### src/sv/lcdq_pkg.sv
package lcdq_pkg;

    // Display geometry
    localparam int LINE_LEN = 16;
    localparam int LINE_IW  = 4;
    localparam int POS_W    = 5;

    typedef logic [LINE_LEN-1:0][7:0] line_t;

    // Request kinds carried on tuser
    localparam logic CMD_PRINT = 1'b0;
    localparam logic CMD_TICK  = 1'b1;

    // Display and expander constants
    localparam logic [7:0] SPACE_CHAR    = 8'h20;
    localparam logic [7:0] CURSOR_ROW0   = 8'h80;
    localparam logic [7:0] CURSOR_ROW1   = 8'hC0;
    localparam logic [7:0] RESET_ADDRESS = 8'h4E;
    localparam logic       BACKLIGHT_ON  = 1'b1;
    localparam logic [1:0] LAST_BEAT     = 2'd3;

    // Stream widths
    localparam int IN_TDATA_W  = 136;
    localparam int OUT_TDATA_W = 16;

    // Controller to datapath commands
    typedef struct packed {
        logic capture;
        logic commit;
        logic take_slot;
        logic load_cursor;
        logic load_char;
        logic beat_advance;
    } lcdq_cmd_t;

    // Datapath to controller status
    typedef struct packed {
        logic slot_any;
        logic line_done;
        logic last_beat;
    } lcdq_stat_t;

endpackage

### src/sv/lcdq_dp.sv
module lcdq_dp
    import lcdq_pkg::*;
#(
    parameter int QUEUE_SLOTS = 2
)
(
    input  logic        clk,
    input  logic        rst_n,
    input  lcdq_cmd_t   cmd,
    output lcdq_stat_t  stat,
    input  logic        cfg_write,
    input  logic [7:0]  cfg_data,
    input  logic        in_row,
    input  logic [4:0]  in_text_length,
    input  logic [63:0] in_chars_low,
    input  logic [63:0] in_chars_high,
    output logic [7:0]  bus_address,
    output logic [7:0]  bus_byte,
    output logic        last_byte
);

    localparam int SLOT_IW = (QUEUE_SLOTS > 1) ? $clog2(QUEUE_SLOTS) : 1;

    logic [7:0]               addr_reg;
    line_t                    line_reg;
    logic                     row_reg;
    line_t [1:0]              shadow_reg;
    line_t                    slot_text_mem [QUEUE_SLOTS];
    logic [QUEUE_SLOTS-1:0]   slot_valid_reg;
    logic [QUEUE_SLOTS-1:0]   slot_row_reg;
    line_t                    work_line_reg;
    logic                     work_row_reg;
    logic [POS_W-1:0]         pos_reg;
    logic [7:0]               disp_byte_reg;
    logic                     is_data_reg;
    logic [1:0]               beat_reg;

    line_t                    line_in;
    logic [2*64-1:0]          chars_all;
    logic                     line_differs;
    logic                     free_any;
    logic [SLOT_IW-1:0]       free_idx;
    logic                     take_any;
    logic [SLOT_IW-1:0]       take_idx;
    logic [3:0]               nibble;

    // Pad the incoming text with spaces past its length
    always_comb
    begin
        chars_all = {in_chars_high, in_chars_low};
        for (int i = 0; i < LINE_LEN; i++)
        begin
            line_in[i] = (POS_W'(i) < in_text_length) ? chars_all[8*i +: 8] : SPACE_CHAR;
        end
    end

    // Find the lowest free slot and the lowest queued slot
    always_comb
    begin
        free_any = 1'b0;
        free_idx = '0;
        take_any = 1'b0;
        take_idx = '0;
        for (int i = QUEUE_SLOTS - 1; i >= 0; i--)
        begin
            if (!slot_valid_reg[i])
            begin
                free_any = 1'b1;
                free_idx = SLOT_IW'(i);
            end
            if (slot_valid_reg[i])
            begin
                take_any = 1'b1;
                take_idx = SLOT_IW'(i);
            end
        end
    end

    assign line_differs = (shadow_reg[row_reg] != line_reg);

    // Address register and request capture
    always_ff @(posedge clk or negedge rst_n)
    begin
        if (!rst_n)
        begin
            addr_reg <= RESET_ADDRESS;
        end
        else if (cfg_write)
        begin
            addr_reg <= cfg_data;
        end
    end

    always_ff @(posedge clk)
    begin
        if (cmd.capture)
        begin
            line_reg <= line_in;
            row_reg  <= in_row;
        end
    end

    // Shadow copies and slot bookkeeping
    always_ff @(posedge clk or negedge rst_n)
    begin
        if (!rst_n)
        begin
            shadow_reg     <= '0;
            slot_valid_reg <= '0;
            work_row_reg   <= 1'b0;
            pos_reg        <= '0;
            beat_reg       <= '0;
        end
        else
        begin
            if (cmd.commit && line_differs)
            begin
                shadow_reg[row_reg] <= line_reg;
                if (free_any)
                begin
                    slot_valid_reg[free_idx] <= 1'b1;
                end
            end
            if (cmd.take_slot)
            begin
                slot_valid_reg[take_idx] <= 1'b0;
                work_row_reg             <= slot_row_reg[take_idx];
                pos_reg                  <= '0;
            end
            if (cmd.load_cursor || cmd.load_char)
            begin
                beat_reg <= '0;
            end
            else if (cmd.beat_advance)
            begin
                beat_reg <= beat_reg + 2'd1;
            end
            if (cmd.load_char)
            begin
                pos_reg <= pos_reg + POS_W'(1);
            end
        end
    end

    // Slot memory: write on commit, registered read into the working line
    always_ff @(posedge clk)
    begin
        if (cmd.commit && line_differs && free_any)
        begin
            slot_text_mem[free_idx] <= line_reg;
            slot_row_reg[free_idx]  <= row_reg;
        end
        if (cmd.take_slot)
        begin
            work_line_reg <= slot_text_mem[take_idx];
        end
    end

    // Load the display byte for the next transfer
    always_ff @(posedge clk)
    begin
        if (cmd.load_cursor)
        begin
            disp_byte_reg <= work_row_reg ? CURSOR_ROW1 : CURSOR_ROW0;
            is_data_reg   <= 1'b0;
        end
        else if (cmd.load_char)
        begin
            disp_byte_reg <= work_line_reg[pos_reg[LINE_IW-1:0]];
            is_data_reg   <= 1'b1;
        end
    end

    // Expander byte: high nibble first, enable high on even beats
    assign nibble      = beat_reg[1] ? disp_byte_reg[3:0] : disp_byte_reg[7:4];
    assign bus_byte    = {nibble, BACKLIGHT_ON, ~beat_reg[0], 1'b0, is_data_reg};
    assign bus_address = addr_reg;
    assign last_byte   = (beat_reg == LAST_BEAT);

    assign stat.slot_any  = take_any;
    assign stat.line_done = pos_reg[POS_W-1];
    assign stat.last_beat = (beat_reg == LAST_BEAT);

endmodule

### src/sv/lcdq_ctrl.sv
module lcdq_ctrl
    import lcdq_pkg::*;
(
    input  logic       clk,
    input  logic       rst_n,
    input  logic       in_valid,
    input  logic       in_command,
    output logic       in_ready,
    output logic       cfg_ready,
    output logic       out_valid,
    input  logic       out_ready,
    input  lcdq_stat_t stat,
    output lcdq_cmd_t  cmd
);

    typedef enum logic [1:0] {
        S_IDLE,
        S_PRINT,
        S_TICK,
        S_EMIT
    } state_t;

    typedef enum logic [1:0] {
        PH_IDLE,
        PH_CURSOR,
        PH_PRINT
    } phase_t;

    state_t state_reg, state_next;
    phase_t phase_reg, phase_next;

    // Sequence requests and the display phase
    always_comb
    begin
        state_next = state_reg;
        phase_next = phase_reg;
        cmd        = '0;
        in_ready   = 1'b0;
        cfg_ready  = 1'b0;
        out_valid  = 1'b0;
        unique case (state_reg)
            S_IDLE:
            begin
                in_ready  = 1'b1;
                cfg_ready = 1'b1;
                if (in_valid)
                begin
                    cmd.capture = 1'b1;
                    state_next  = (in_command == CMD_TICK) ? S_TICK : S_PRINT;
                end
            end
            S_PRINT:
            begin
                cmd.commit = 1'b1;
                state_next = S_IDLE;
            end
            S_TICK:
            begin
                state_next = S_IDLE;
                unique case (phase_reg)
                    PH_CURSOR:
                    begin
                        cmd.load_cursor = 1'b1;
                        phase_next      = PH_PRINT;
                        state_next      = S_EMIT;
                    end
                    PH_PRINT:
                    begin
                        if (!stat.line_done)
                        begin
                            cmd.load_char = 1'b1;
                            state_next    = S_EMIT;
                        end
                        else
                        begin
                            phase_next = PH_IDLE;
                        end
                    end
                    default:
                    begin
                        if (stat.slot_any)
                        begin
                            cmd.take_slot = 1'b1;
                            phase_next    = PH_CURSOR;
                        end
                    end
                endcase
            end
            S_EMIT:
            begin
                out_valid = 1'b1;
                if (out_ready)
                begin
                    cmd.beat_advance = 1'b1;
                    if (stat.last_beat)
                    begin
                        state_next = S_IDLE;
                    end
                end
            end
            default:
            begin
                state_next = S_IDLE;
            end
        endcase
    end

    always_ff @(posedge clk or negedge rst_n)
    begin
        if (!rst_n)
        begin
            state_reg <= S_IDLE;
            phase_reg <= PH_IDLE;
        end
        else
        begin
            state_reg <= state_next;
            phase_reg <= phase_next;
        end
    end

endmodule

### src/sv/lcd_line_update_queue_top.sv
// Character display line writer for a two-row, 16-column display behind a 4-bit
// expander. Print requests (tuser low) are space-padded, compared with the row's
// shadow copy and, when changed, queued in the lowest free of QUEUE_SLOTS slots
// (dropped when all are full, shadow still updated). Tick requests (tuser high)
// step the display sequencer: from idle a tick loads the next queued line, then
// one tick sends the cursor command and each later tick one character, each as
// four bus bytes with tlast on the fourth; one further tick returns to idle.
// Requests are handled one at a time, each through the controller's accept and
// execute states; a tick with output then holds in the emit state for its four
// output beats, driven from the one-byte output register, until the sink takes
// the last. No clearing pass runs after reset. The address register is written
// only while idle.
module lcd_line_update_queue_top
    import lcdq_pkg::*;
#(
    parameter int QUEUE_SLOTS = 2
)
(
    input  logic                   clk,
    input  logic                   rst_n,
    input  logic                   s_axis_tvalid,
    output logic                   s_axis_tready,
    // row[0], text_length[5:1], chars_low[69:6], chars_high[133:70], zero fill
    input  logic [IN_TDATA_W-1:0]  s_axis_tdata,
    // command[0]
    input  logic                   s_axis_tuser,
    output logic                   m_axis_tvalid,
    input  logic                   m_axis_tready,
    // bus_address[7:0], bus_byte[15:8]
    output logic [OUT_TDATA_W-1:0] m_axis_tdata,
    output logic                   m_axis_tlast,
    input  logic                   cfg_valid,
    output logic                   cfg_ready,
    input  logic [7:0]             cfg_data
);

    lcdq_cmd_t  cmd;
    lcdq_stat_t stat;
    logic [7:0] bus_address;
    logic [7:0] bus_byte;

    lcdq_ctrl u_ctrl (
        .clk        (clk),
        .rst_n      (rst_n),
        .in_valid   (s_axis_tvalid),
        .in_command (s_axis_tuser),
        .in_ready   (s_axis_tready),
        .cfg_ready  (cfg_ready),
        .out_valid  (m_axis_tvalid),
        .out_ready  (m_axis_tready),
        .stat       (stat),
        .cmd        (cmd)
    );

    lcdq_dp #(
        .QUEUE_SLOTS (QUEUE_SLOTS)
    ) u_dp (
        .clk            (clk),
        .rst_n          (rst_n),
        .cmd            (cmd),
        .stat           (stat),
        .cfg_write      (cfg_valid && cfg_ready),
        .cfg_data       (cfg_data),
        .in_row         (s_axis_tdata[0]),
        .in_text_length (s_axis_tdata[5:1]),
        .in_chars_low   (s_axis_tdata[69:6]),
        .in_chars_high  (s_axis_tdata[133:70]),
        .bus_address    (bus_address),
        .bus_byte       (bus_byte),
        .last_byte      (m_axis_tlast)
    );

    assign m_axis_tdata = {bus_byte, bus_address};

endmodule

### config.mk
export PLATFORM = sky130hd
export DESIGN_NAME = lcd_line_update_queue_top
export DESIGN_NICKNAME = d
export VERILOG_FILES = /design/src/sv/lcdq_pkg.sv /design/src/sv/lcdq_dp.sv /design/src/sv/lcdq_ctrl.sv /design/src/sv/lcd_line_update_queue_top.sv
export SDC_FILE = /design/constraint.sdc
export NUM_CORES = 1
export LEC_CHECK = 0
export CAP_MARGIN = 15
export CORE_ASPECT_RATIO = 2
export CORE_UTILIZATION = 45
export DETAILED_ROUTE_END_ITERATION = 16
export DONT_BUFFER_PORTS = 1
export GPL_TIMING_DRIVEN = 0
export PLACE_DENSITY = 0.72
export SLEW_MARGIN = 20
export SYNTH_ARGS = -nofsm -noshare
export SYNTH_HDL_FRONTEND = slang
export SYNTH_SLANG_ARGS = --single-unit
### constraint.sdc
create_clock -name clk -period 7.4 [get_ports clk]
set_input_delay 1.11 -clock clk [delete_from_list [all_inputs] [get_ports clk]]
set_output_delay 1.11 -clock clk [all_outputs]
set_load 0.02 [all_outputs]
Word-level counts from Yosys, hierarchy flattened --
Memories as Yosys holds them, arrays and structs flattened. A register that Yosys moved wholly into a read port is not among the register bits. Cells that the tools add are included.
Word-level totals: register bits after elaboration 418, input bits 150, output and inout bits 20, memories kept 1, bits in writable memories 256, logic and storage cells 171
Cells by class: reduce and logical (&&, ||, !) cells 15, multiplexer cells 56, add/sub/neg operators 2, bitwise gates (word level) 4, $lt $le $gt $ge 23, equal/unequal tests 11
Memories:
- u_dp.slot_text_mem | depth 2, bits a word 128, rd ports 1, clocked after memory_dff 1, write ports 1, RTL line lcdq_dp.sv:28 | line_t slot_text_mem [QUEUE_SLOTS];
Operators by type and width (count):
- 128-bit 2-to-1 mux | 3
- 256-bit bitwise mux | 1
- 128-bit demux with 1-bit select | 1
- 128-bit != test | 1
- 4-bit by 5-bit less-than comparator with 1-bit output (first input constant) | 8
- 8-bit binary-select mux with 4-bit select | 1
- 1-bit 2-to-1 mux | 24
- 2-bit 2-to-1 mux | 12
- 8-bit 2-to-1 mux | 3
- 3-bit by 5-bit less-than comparator with 1-bit output (first input constant) | 4
- 1-bit by 5-bit less-than comparator with 1-bit output (first input constant) | 2
- 2-bit by 5-bit less-than comparator with 1-bit output (first input constant) | 2
- 5-bit 2-to-1 mux | 2
- 2-bit equality test (second input constant) | 4
- 2-bit case mux with 2 select lines | 2
- 2-bit case mux with 4 select lines | 1
- 7-bit 2-to-1 mux | 1
- 1-bit logical AND | 6
- 1-bit by 2-bit less-than comparator with 1-bit output (second input constant) | 3
- 2-bit != test (second input constant) | 3
- 3-bit AND reduction | 2
- 2-bit nonzero test | 3
- 5-bit by 1-bit adder with 5-bit output (second input constant) | 1
- 4-bit by 5-bit less-than comparator with 1-bit output (second input constant) | 1
- other kinds (16) | 20

Logic depth before layout (Yosys ltp) --
Gate-level depths: netlist (run 1).
depth in word-level cells 11, depth in mapped cells 12, gate-level depth less buffers 7

By module --
A second synthesis (run 1) with hierarchy kept.
Unflattened totals: cells, all modules 1850, area, all modules 32618.8 um2
By module, submodules not included:
- lcdq_dp | cells each 1818, area an instance 32296.0 um2, seq. area each 22586.7 um2, times used 1
- lcdq_ctrl | cells each 31, area an instance 316.6 um2, seq. area each 100.1 um2, times used 1
- lcd_line_update_queue_top | cells each 1, area an instance 6.3 um2, seq. area each 0.0 um2, times used 1

Worst setup path after synthesis (run 1) --
No wires, ideal clock.
path type register to register, from register u_dp.row_reg, to register u_dp.slot_row_reg[0], enable pin, required time 6.767 ns, slack -0.714 ns, path buffers 3, stages on the path, launching flop included 11, period minus slack after synthesis 8.114 ns, setup time 0.633 ns, data arrival time 7.481 ns, path through edfxtp_1 clkbuf_1 buf_4 buf_2 mux2i_1 xnor2_1 nor4_1 nand4_1 nor4_1 a21boi_0 nor2b_1
On the way: word-level cells in the longest chain between the ends 5
Ends and longest elaborated chain:
- start: declaration | RTL line lcdq_dp.sv:26 | logic row_reg;
- start signal: assignment | RTL line lcdq_dp.sv:99 | row_reg <= in_row;
- 128-bit 2-to-1 mux (implied by the code) (2 in series) | RTL line lcdq_dp.sv:79 | assign line_differs = (shadow_reg[row_reg] != line_reg);
- 128-bit != test | RTL line lcdq_dp.sv:79
- 1-bit logical AND (2 in series) | RTL line lcdq_dp.sv:148 | if (cmd.commit && line_differs && free_any)
- end signal: indexed assignment | RTL line lcdq_dp.sv:151 | slot_row_reg[free_idx] <= row_reg;
- end: declaration | RTL line lcdq_dp.sv:30 | logic [QUEUE_SLOTS-1:0] slot_row_reg;
Every way passes these cells. The select of a mux whose other input is x is not followed. A chain may end at the register's enable or synchronous reset.

Worst setup path after layout (run 1) --
from register u_dp.row_reg, to memory u_dp.slot_text_mem[1][6] (netlist bit), enable pin
On the way: word-level cells in the longest chain between the ends 7
Ends and longest elaborated chain:
- 128-bit 2-to-1 mux (implied by the code) (2 in series) | RTL line lcdq_dp.sv:79
- 128-bit != test | RTL line lcdq_dp.sv:79
- 1-bit logical AND (2 in series) | RTL line lcdq_dp.sv:148
- 1-bit 2-to-1 mux | RTL line lcdq_dp.sv:148
- 1-bit 2-to-1 mux (implied by the code) | RTL line lcdq_dp.sv:150 | slot_text_mem[free_idx] <= line_reg;
- end: declaration | RTL line lcdq_dp.sv:28
Every way passes these cells. The select of a mux whose other input is x is not followed.

==> results.yml, run 1 <==
place:
  place.gp.congestion: 0.952
  dp_hpwl_mm: 62.6
  dp_slack_ns: 2.25
  portBuffers: 0
sta:
  relSlewSlack_pct: 16.7
  tightestPinTransition_ns: 1.25
  fmax_ghz: 0.190
  totalNegativeSetupSlack_ns: 0
  hold_viol: 0
  final_max_slew_viol_count: 0
  finalSetupViolCount: 0
  min_period_over_period_pct: 71.3
  layout_setup_ws_ns: 2.12
  finalCriticalPeriod_ns: 5.28
  fin_skew_ns: 0.0325
  rsz0062_at_grt: "no"
min_path:
  hold_class: "in2async"
clock_network:
  cts_resized: 0
  clock_sinks: 802
  clockBufferDepth: 3
  cts_hold_buf: 0
  clk_pin_slew_ns: 0.07
  root_buffer: "clkbuf_16"
  numCtsBuffers: 69
  cts_max_level: 3
  clk_latency_ns: 0.64
  postCtsSetupBuffers: 0
  tritoncts: "yes"
synth:
  synth_area_leaders: "edfxtp_1 48%, dfrtp_1 21%, mux2_2 13%, mux2i_1 4.1%, xnor2_1 3.5%"
  synthFlopType: "edfxtp_1"
  synth_top_cell_by_area: "edfxtp_1"
  syn-cell-area_mm2: 0.0326
  ys_seq_area_share_pct: 69.6
  synthDistinctLibCells: 43
  yosys_warnings: 0
  synth_cells: 1861
  syn_area_per_cell_um2: 17.5
  async_flop_share_pct: 34.7
  syn-num-nets: 2015
  ys_ff_latch: 802
  synth_top_area_share_pct: 48.2
  synth_edf_count: 523
grt:
  overflow: 0
  grt_pass1_vias: 17739
  grt_use_total_pct: 24.1
  antenna_found_initial: 19
  grt_pass1_wl_mm: 124
  grt_max_degree: 279
route:
  drt-total-wl_mm: 86.0
  postRouteAntennaNets: 0
  drt-pass1-iter-count: 5
  wl_per_cell_um: 29.3
  drc: 0
  num_vias: 16707
  drtIter0Drc: 1523
  vias_per_cell: 5.69
critical_path:
  start_kind: "flip-flop"
  endpoint_kind: "flip-flop"
  r2r_slack_ns: 2.12
  arrival_ns: 5.64
  required_ns: 7.76
  r2r_end: "u_dp.slot_text_mem[1][6]"
  critPathMaxFanout: 33
  path_class: "reg2reg"
  reg2reg_from: "u_dp.row_reg"
  r2r_cells: 13
layout:
  n_fill_cell: 5801
  seqCellArea_mm2: 0.0227
  post-route-util_pct: 50.9
  layout-drive-gt1-share_pct: 30.6
  multi_input_area_mm2: 0.00947
  synthToLayoutAreaGrowth_pct: 11.9
  nets: 2106
pwr:
  powerDensity_mw_per_mm2: 384
  max-vdd-ir-drop_v: 0.000222
  leakage_nw: 13.2
die:
  die-area_mm2: 0.0735
  start_util_pct: 45.5
  rows: 139
  coreArea_mm2: 0.0717
  ioPinCount: 170
  die_y_um: 383
  dieWidth_um: 192
flow_run:
  max-cap-violations: 0
outcome:
  status: "finished clean"
through the flow:
stage | hold slack (ns) | instances | cell area, um2 | total power (W)
floorplan | 0.442 | 1861 | 32600 | 0.00904
global placement | 0.467 | 2777 | 33700 | 0.0103
detailed placement | 0.475 | 2797 | 34200 | 0.0105
CTS | 0.179 | 2925 | 36400 | 0.0140
global route | 0.203 | 2930 | 36400 | 0.0145
finish | 0.219 | 2937 | 36500 | 0.0140
worst max path at each step:
| stage | start | to | slack (ns) | cells after the start |
|---|---|---|---|---|
| floorplan | u_ctrl.phase_reg[0] | u_dp.pos_reg[1] | 0.23 | 5 |
| global placement | u_ctrl.state_reg[1] | u_dp.pos_reg[1] | -3.74 | 4 |
| detailed placement | u_dp.row_reg | u_dp.slot_text_mem[1][16] | 2.25 | 13 |
| CTS | u_dp.row_reg | u_dp.slot_text_mem[1][6] | 2.19 | 13 |
| global route | u_dp.row_reg | u_dp.slot_text_mem[1][6] | 2.09 | 13 |
| finish | u_dp.row_reg | u_dp.slot_text_mem[1][6] | 2.12 | 13 |
cells in the mapped netlist, types with 2 or more instances:
cell type  instances
buf_1              4
dfrtp_1          274
nand2b_1           8
edfxtp_1         523
dfstp_2            4
inv_1              7
nand4_1            9
buf_2             13
and2_1            51
mux4_2            34
o22ai_1            3
o21ai_0           12
o21a_1             2
or2_2             11
nand2_1           21
mux2_1            28
a21oi_1            9
mux2i_1          134
buf_6              7
o221ai_1           3
nand3_1            3
buf_4             26
xnor2_1          129
a21boi_0           2
nor2_1            17
mux2_2           373
conb_1             2
ha_1               4
clkbuf_1          27
nor4_1            34
nor2b_1           73
a31oi_1            3
per-layer routing:
layer	vias to the layer above	GRT usage, %	routed length [um]
li1	7132	-	-
met1	8674	25.8	28600
met2	672	41.0	44100
met3	219	4.58	5560
met4	10	19.5	7660
met5	-	0	76
critical path, stage by stage (launching register included):
cell,delay (ns)
edfxtp_1,0.43
clkbuf_1,0.17
buf_4,0.19
buf_2,0.55
mux2i_1,0.29
xnor2_1,0.22
nor4_1,0.58
nand4_1,0.39
nor4_1,0.68
a21boi_0,0.40
and3b_4,0.41
buf_12,0.22
buf_12,0.18
buf_12,0.20
power breakdown:
part / internal (W) / total [W] / leakage (nW) / switching (W)
Sequential: 0.00611 / 0.00680 / 8.18 / 0.000690
Clock: 0.00194 / 0.00361 / 1.09 / 0.00167
Combinational: 0.00164 / 0.00359 / 3.90 / 0.00195
cell families after synthesis:
family / share of synthesized area, %
adder cells (fa/ha/maj): 0.154
XOR/XNOR: 3.47
AO/OA/AOI/OAI: 0.714
buffers and inverters: 1.48
AND/OR/NAND/NOR: 4.19
other: 0.0231
multiplexers: 20.3
flip-flops: 69.6
layout by cell type, fill, tap and decap left out, drive strengths merged, types with 4 or more instances in the layout:
master	instances
mux4	34
and2	51
nand2	21
nor2	17
dfstp	4
mux2	401
nor4	35
clkinvlp	5
o21ai	12
ha	4
dfrtp	274
diode	12
mux2i	134
clkinv	22
xnor2	129
a21oi	9
or2	12
nand2b	8
nand4	9
clkbuf	121
inv	13
nor2b	73
edfxtp	523
buf	70
cell type report:
class,count,share of cell area (%)
Inverter,7,0.0926
Tap cell,916,3.14
Sequential cell,802,62.2
Buffer,77,1.26
Antenna cell,12,0.0824
Timing Repair Buffer,20,1.09
Multi-Input combinational cell,975,26.0
Clock buffer,94,5.42
Clock inverter,34,0.714
Note: power is estimated with default switching activity, not from simulation.
==> run 2, diff against run 1 <==
--- a/config.mk
+++ b/config.mk
@@ -11,7 +11,7 @@
 export DETAILED_ROUTE_END_ITERATION = 16
 export DONT_BUFFER_PORTS = 1
 export GPL_TIMING_DRIVEN = 0
-export PLACE_DENSITY = 0.72
+export PLACE_DENSITY = 0.7
 export SLEW_MARGIN = 20
 export SYNTH_ARGS = -nofsm -noshare
 export SYNTH_HDL_FRONTEND = slang
==> constraint.sdc (replaced) <==
create_clock -name clk -period 5.2 [get_ports clk]
set_input_delay 0.78 -clock clk [delete_from_list [all_inputs] [get_ports clk]]
set_output_delay 0.78 -clock clk [all_outputs]
set_load 0.02 [all_outputs]
==> results.yml, run 2 (synthesis gave the netlist of run 1 again) <==
place:
  place.gp.congestion: 0.963
  portBuffers: 0
  dp_slack_ns: 0.0247
  dp_hpwl_mm: 63.0
  place_inst: 2800
pwr:
  powerDensity_mw_per_mm2: 547
  leakage_nw: 13.2
  p_switching_w: 0.00610
  max-vdd-ir-drop_v: 0.000302
  p_sw_share_pct: 30.5
  power.total_w: 0.0200
  p_clk_share_pct: 25.9
  combPwrFrac_pct: 25.7
  internal_power_w: 0.0139
  pwr-share-seq_pct: 48.4
critical_path:
  critPathMaxFanout: 33
  required_ns: 5.56
  start_kind: "flip-flop"
  arrival_ns: 5.36
  path_class: "reg2reg"
  endpoint_kind: "flip-flop"
  r2r_cells: 12
die:
  coreArea_mm2: 0.0717
  dieWidth_um: 192
  die-area_mm2: 0.0735
  start_util_pct: 45.5
  die_y_um: 383
  ioPinCount: 170
  rows: 139
sta:
  rsz0062_at_grt: "no"
  tightestPinTransition_ns: 1.61
  fmax_ghz: 0.200
  layout_setup_ws_ns: 0.204
  min_period_over_period_pct: 96.1
  finalCriticalPeriod_ns: 5.00
  final_max_slew_viol_count: 86
  hold_viol: 92
  totalNegativeSetupSlack_ns: 0
  finalSetupViolCount: 0
  relSlewSlack_pct: -7.38
  timing.hold.ws_ns: -0.154
  fin_skew_ns: 0.0316
layout:
  final_common_cell: "edfxtp_1"
  fin_cells: 2943
  layout_common_cells: "523 x edfxtp_1, 373 x mux2_2, 274 x dfrtp_1"
  nets: 2110
  synthToLayoutAreaGrowth_pct: 12.2
  n_fill_cell: 5858
  layout-drive-gt1-share_pct: 30.3
route:
  wl_per_cell_um: 29.3
  vias_per_cell: 5.61
  drt-total-wl_mm: 86.3
  drt-pass1-iter-count: 5
  drc: 0
  postRouteAntennaNets: 0
  drtIter0Drc: 1271
  num_vias: 16497
clock_network:
  clock_sinks: 802
  root_buffer: "clkbuf_16"
  clk_pin_slew_ns: 0.07
  cts_max_level: 3
  tritoncts: "yes"
  postCtsSetupBuffers: 0
  clk_latency_ns: 0.64
  clockBufferDepth: 3
  numCtsBuffers: 70
grt:
  grt_pass1_wl_mm: 123
  grt_max_degree: 279
  grt_use_total_pct: 24.2
  grt_pass1_vias: 17630
  overflow: 0
  antenna_found_initial: 22
min_path:
  hold_class: "in2async"
outcome:
  status: "finished, violations left"
  violations: "hold timing, slew limit"
flow_run:
  max-cap-violations: 0
## run 2: cell count changes in the layout (fill, tap and decap cells not counted), sizes merged
cell      before  now
clkbuf       121  135
clkinv        22   14
buf           70   73
clkinvlp       5    2
diode         12   13
inv           13   12
## run 2: worst max-delay path, cell delays in order, from the launching register on
cell and delay [ns]:
edfxtp_1 0.42, clkbuf_1 0.16, buf_2 0.63, mux2i_1 0.31
xnor2_1 0.24, nor4_2 0.54, nand4_1 0.34, nor4_1 0.64
a21boi_0 0.35, and3b_4 0.40, buf_12 0.22, buf_12 0.18
buf_12 0.19
## run 2: final timing paths
path                                       from  slack (ns)                  endpoint
setup / recovery                   u_dp.row_reg        0.20  u_dp.slot_text_mem[1][5]
hold / removal                            rst_n       -0.15      u_dp.shadow_reg[249]
setup reg to reg                   u_dp.row_reg        0.20  u_dp.slot_text_mem[1][5]
hold reg to reg            u_dp.shadow_reg[241]        0.49      u_dp.shadow_reg[241]
max in group asynchronous                 rst_n        4.06       u_dp.bus_address[4]
min in group clk                s_axis_tdata[0]        0.23              u_dp.row_reg
## run 2: timing repair
item                                    in CTS  in global routing
hold endpoints to repair                   274                274
endpoints found under the setup margin      31                  0
gates resized for setup                      1                  0
## run 2: metrics by stage
stage / util [%] / area (um2)
2_1_floorplan: - / 32600
3_3_place_gp: 47.1 / 33700
3_5_place_dp: 47.8 / 34200
4_1_cts: 51.0 / 36500
5_1_grt: 51.0 / 36500
6_report: 51.0 / 36500
## run 2: routing by layer
layer / global-route usage (%) / share of wire, % / vias to the layer above
li1: - / - / 7143
met1: 25.6 / 34 / 8588
met2: 42.3 / 52 / 573
met3: 5.11 / 5.7 / 179
met4: 16.4 / 7.5 / 14
met5: 0 / 0.11 / -
## run 2: power by group through the flow
stage / sequential (W) / combinational (W) / clock (W)
floorplan: 0.00944 / 0.00339 / 0
global placement: 0.00973 / 0.00484 / 0
detailed placement: 0.00977 / 0.00514 / 0
CTS: 0.00965 / 0.00517 / 0.00526
global route: 0.00982 / 0.00539 / 0.00548
finish: 0.00967 / 0.00514 / 0.00518
## run 2: layout make-up
class	instances	area, um2	share of cell area (%)
Sequential cell	802	22700	62.1
Multi-Input combinational cell	975	9480	25.9
Clock buffer	108	2090	5.73
Tap cell	916	1150	3.14
Buffer	77	458	1.25
Timing Repair Buffer	23	449	1.23
Clock inverter	22	163	0.445
Inverter	7	33.8	0.0924
Antenna cell	13	32.5	0.0890
==> run 3, diff against run 2 <==
--- a/config.mk
+++ b/config.mk
@@ -7,12 +7,13 @@
 export LEC_CHECK = 0
 export CAP_MARGIN = 15
 export CORE_ASPECT_RATIO = 2
-export CORE_UTILIZATION = 45
+export CORE_UTILIZATION = 60
 export DETAILED_ROUTE_END_ITERATION = 16
 export DONT_BUFFER_PORTS = 1
 export GPL_TIMING_DRIVEN = 0
-export PLACE_DENSITY = 0.7
-export SLEW_MARGIN = 20
+export HOLD_SLACK_MARGIN = 0.08
+export PLACE_DENSITY = 0.86
+export SLEW_MARGIN = 5
 export SYNTH_ARGS = -nofsm -noshare
 export SYNTH_HDL_FRONTEND = slang
 export SYNTH_SLANG_ARGS = --single-unit
==> results.yml, run 3 (synthesis gave the netlist of run 1 again) <==
clock_network:
  tritoncts: "yes"
  root_buffer: "clkbuf_16"
  clk_latency_ns: 0.63
  clk_pin_slew_ns: 0.06
  cts_max_level: 3
  numCtsBuffers: 68
  clockBufferDepth: 3
  postCtsSetupBuffers: 0
  clock_sinks: 802
place:
  portBuffers: 0
  dp_hpwl_mm: 58.2
  place_inst: 2548
  place.gp.congestion: 0.918
  dp_slack_ns: -0.199
sta:
  timing.hold.ws_ns: -0.129
  layout_setup_ws_ns: 0.0535
  hold_viol: 125
  final_max_slew_viol_count: 0
  fin_skew_ns: 0.0353
  tightestPinTransition_ns: 1.24
  rsz0062_at_grt: "no"
  min_period_over_period_pct: 99.0
  finalCriticalPeriod_ns: 5.15
  relSlewSlack_pct: 17.3
  finalSetupViolCount: 0
  totalNegativeSetupSlack_ns: 0
  fmax_ghz: 0.194
critical_path:
  path_class: "reg2reg"
  critPathBufInv: 3
  cp-startpoint: "u_dp.row_reg"
  endpoint_kind: "flip-flop"
  required_ns: 5.51
  max_stage_delay_ns: 0.81
  reg2reg_from: "u_dp.row_reg"
  start_kind: "flip-flop"
  cp_slowest_cell: "nor4_1"
  critPathMaxFanout: 48
  path_delay_family: "simple AND/OR/NAND/NOR gates"
  arrival_ns: 5.46
  path_cells: "clkbuf_1 -> buf_2 -> mux2i_1 -> xnor2_1 -> nor4_2 -> nand4_1 -> nor4_1 -> a21boi_0 -> and3b_4 -> buf_16"
layout:
  synthToLayoutAreaGrowth_pct: 10.8
  n_fill_cell: 3290
  layout-drive-gt1-share_pct: 29.7
  layout_common_cells: "523 x edfxtp_1, 373 x mux2_2, 274 x dfrtp_1"
  final_common_cell: "edfxtp_1"
  fin_cells: 2678
  nets: 2102
  seqCellArea_mm2: 0.0227
  multi_input_area_mm2: 0.00946
die:
  start_util_pct: 60.8
  dieWidth_um: 167
  rows: 120
  ioPinCount: 170
  coreArea_mm2: 0.0536
  die_y_um: 332
  die-area_mm2: 0.0553
min_path:
  hold_class: "in2async"
route:
  drtIter0Drc: 1594
  drt-total-wl_mm: 83.4
  num_vias: 17021
  postRouteAntennaNets: 0
  wl_per_cell_um: 31.1
  vias_per_cell: 6.36
  drt-pass1-iter-count: 5
  drc: 0
grt:
  grt_pass1_wl_mm: 120
  grt_pass1_vias: 17822
  antenna_found_initial: 8
  overflow: 0
  grt_use_total_pct: 31.0
  grt_max_degree: 279
outcome:
  status: "finished, violations left"
  violations: "hold timing"
pwr:
  power.total_w: 0.0200
  max-vdd-ir-drop_v: 0.000339
  leakage_nw: 13.1
  powerDensity_mw_per_mm2: 555
flow_run:
  max-cap-violations: 0
run 3: cell types whose count changed in the layout (fill, tap and decap cells not counted), sizes merged:
cell and delta:
diode -9, clkbuf -11, buf -6, inv -3, clkinvlp -1, clkinv +6
bufinv +4
run 3: final timing paths:
kind	endpoint	slack, ns	cells past startpoint
min in group clk	u_dp.row_reg	0.26	0
hold reg to reg	u_dp.shadow_reg[253]	0.49	1
setup / recovery	u_dp.slot_text_mem[1][51]	0.05	10
setup reg to reg	u_dp.slot_text_mem[1][51]	0.05	10
hold / removal	u_dp.shadow_reg[101]	-0.13	0
max in group asynchronous	u_dp.shadow_reg[206]	4.63	0
run 3: routing by layer:
metal / vias to the layer above / global-route usage, % / part of all wire (%)
met5: - / 0 / 0.067
met4: 8 / 26.7 / 9.9
met3: 293 / 5.31 / 6.5
met2: 862 / 53.1 / 51
met1: 8743 / 33.2 / 32
li1: 7115 / - / -
run 3: report_power, final:
group | leakage [nW] | switching (W) | total, W | internal, W
clock network | 1.10 | 0.00227 | 0.00517 | 0.00289
registers | 8.18 | 0.00104 | 0.00974 | 0.00869
logic | 3.86 | 0.00279 | 0.00511 | 0.00233
total | 13.1 | 0.00610 | 0.0200 | 0.0139
run 3: layout make-up:
class	count	share of cell area [%]
Sequential cell	802	62.9
Multi-Input combinational cell	975	26.2
Clock buffer	97	5.42
Tap cell	671	2.33
Buffer	77	1.26
Timing Repair Buffer	17	0.960
Clock inverter	28	0.832
Inverter	7	0.0867
Antenna cell	4	0.0277
run 3: what timing repair did:
action / 4_1_cts / 5_1_grt
gates resized for setup: 1 / 1
setup endpoints to repair: 146 / 18
hold endpoints to repair: 274 / 274
run 3: worst register-to-register path, stage by stage (launching register included):
cell      delay [ns]
edfxtp_1        0.46
clkbuf_1        0.19
buf_2           0.55
mux2i_1         0.30
xnor2_1         0.28
nor4_2          0.67
nand4_1         0.33
nor4_1          0.82
a21boi_0        0.41
and3b_4         0.49
buf_16          0.30
run 3: stage by stage:
stage	hold WS, ns	util [%]	area [um2]
floorplan	0.442	-	32600
global placement	0.466	62.4	33400
detailed placement	0.476	63.0	33800
CTS	-0.156	67.3	36100
global route	-0.148	67.3	36100
finish	-0.129	67.3	36100
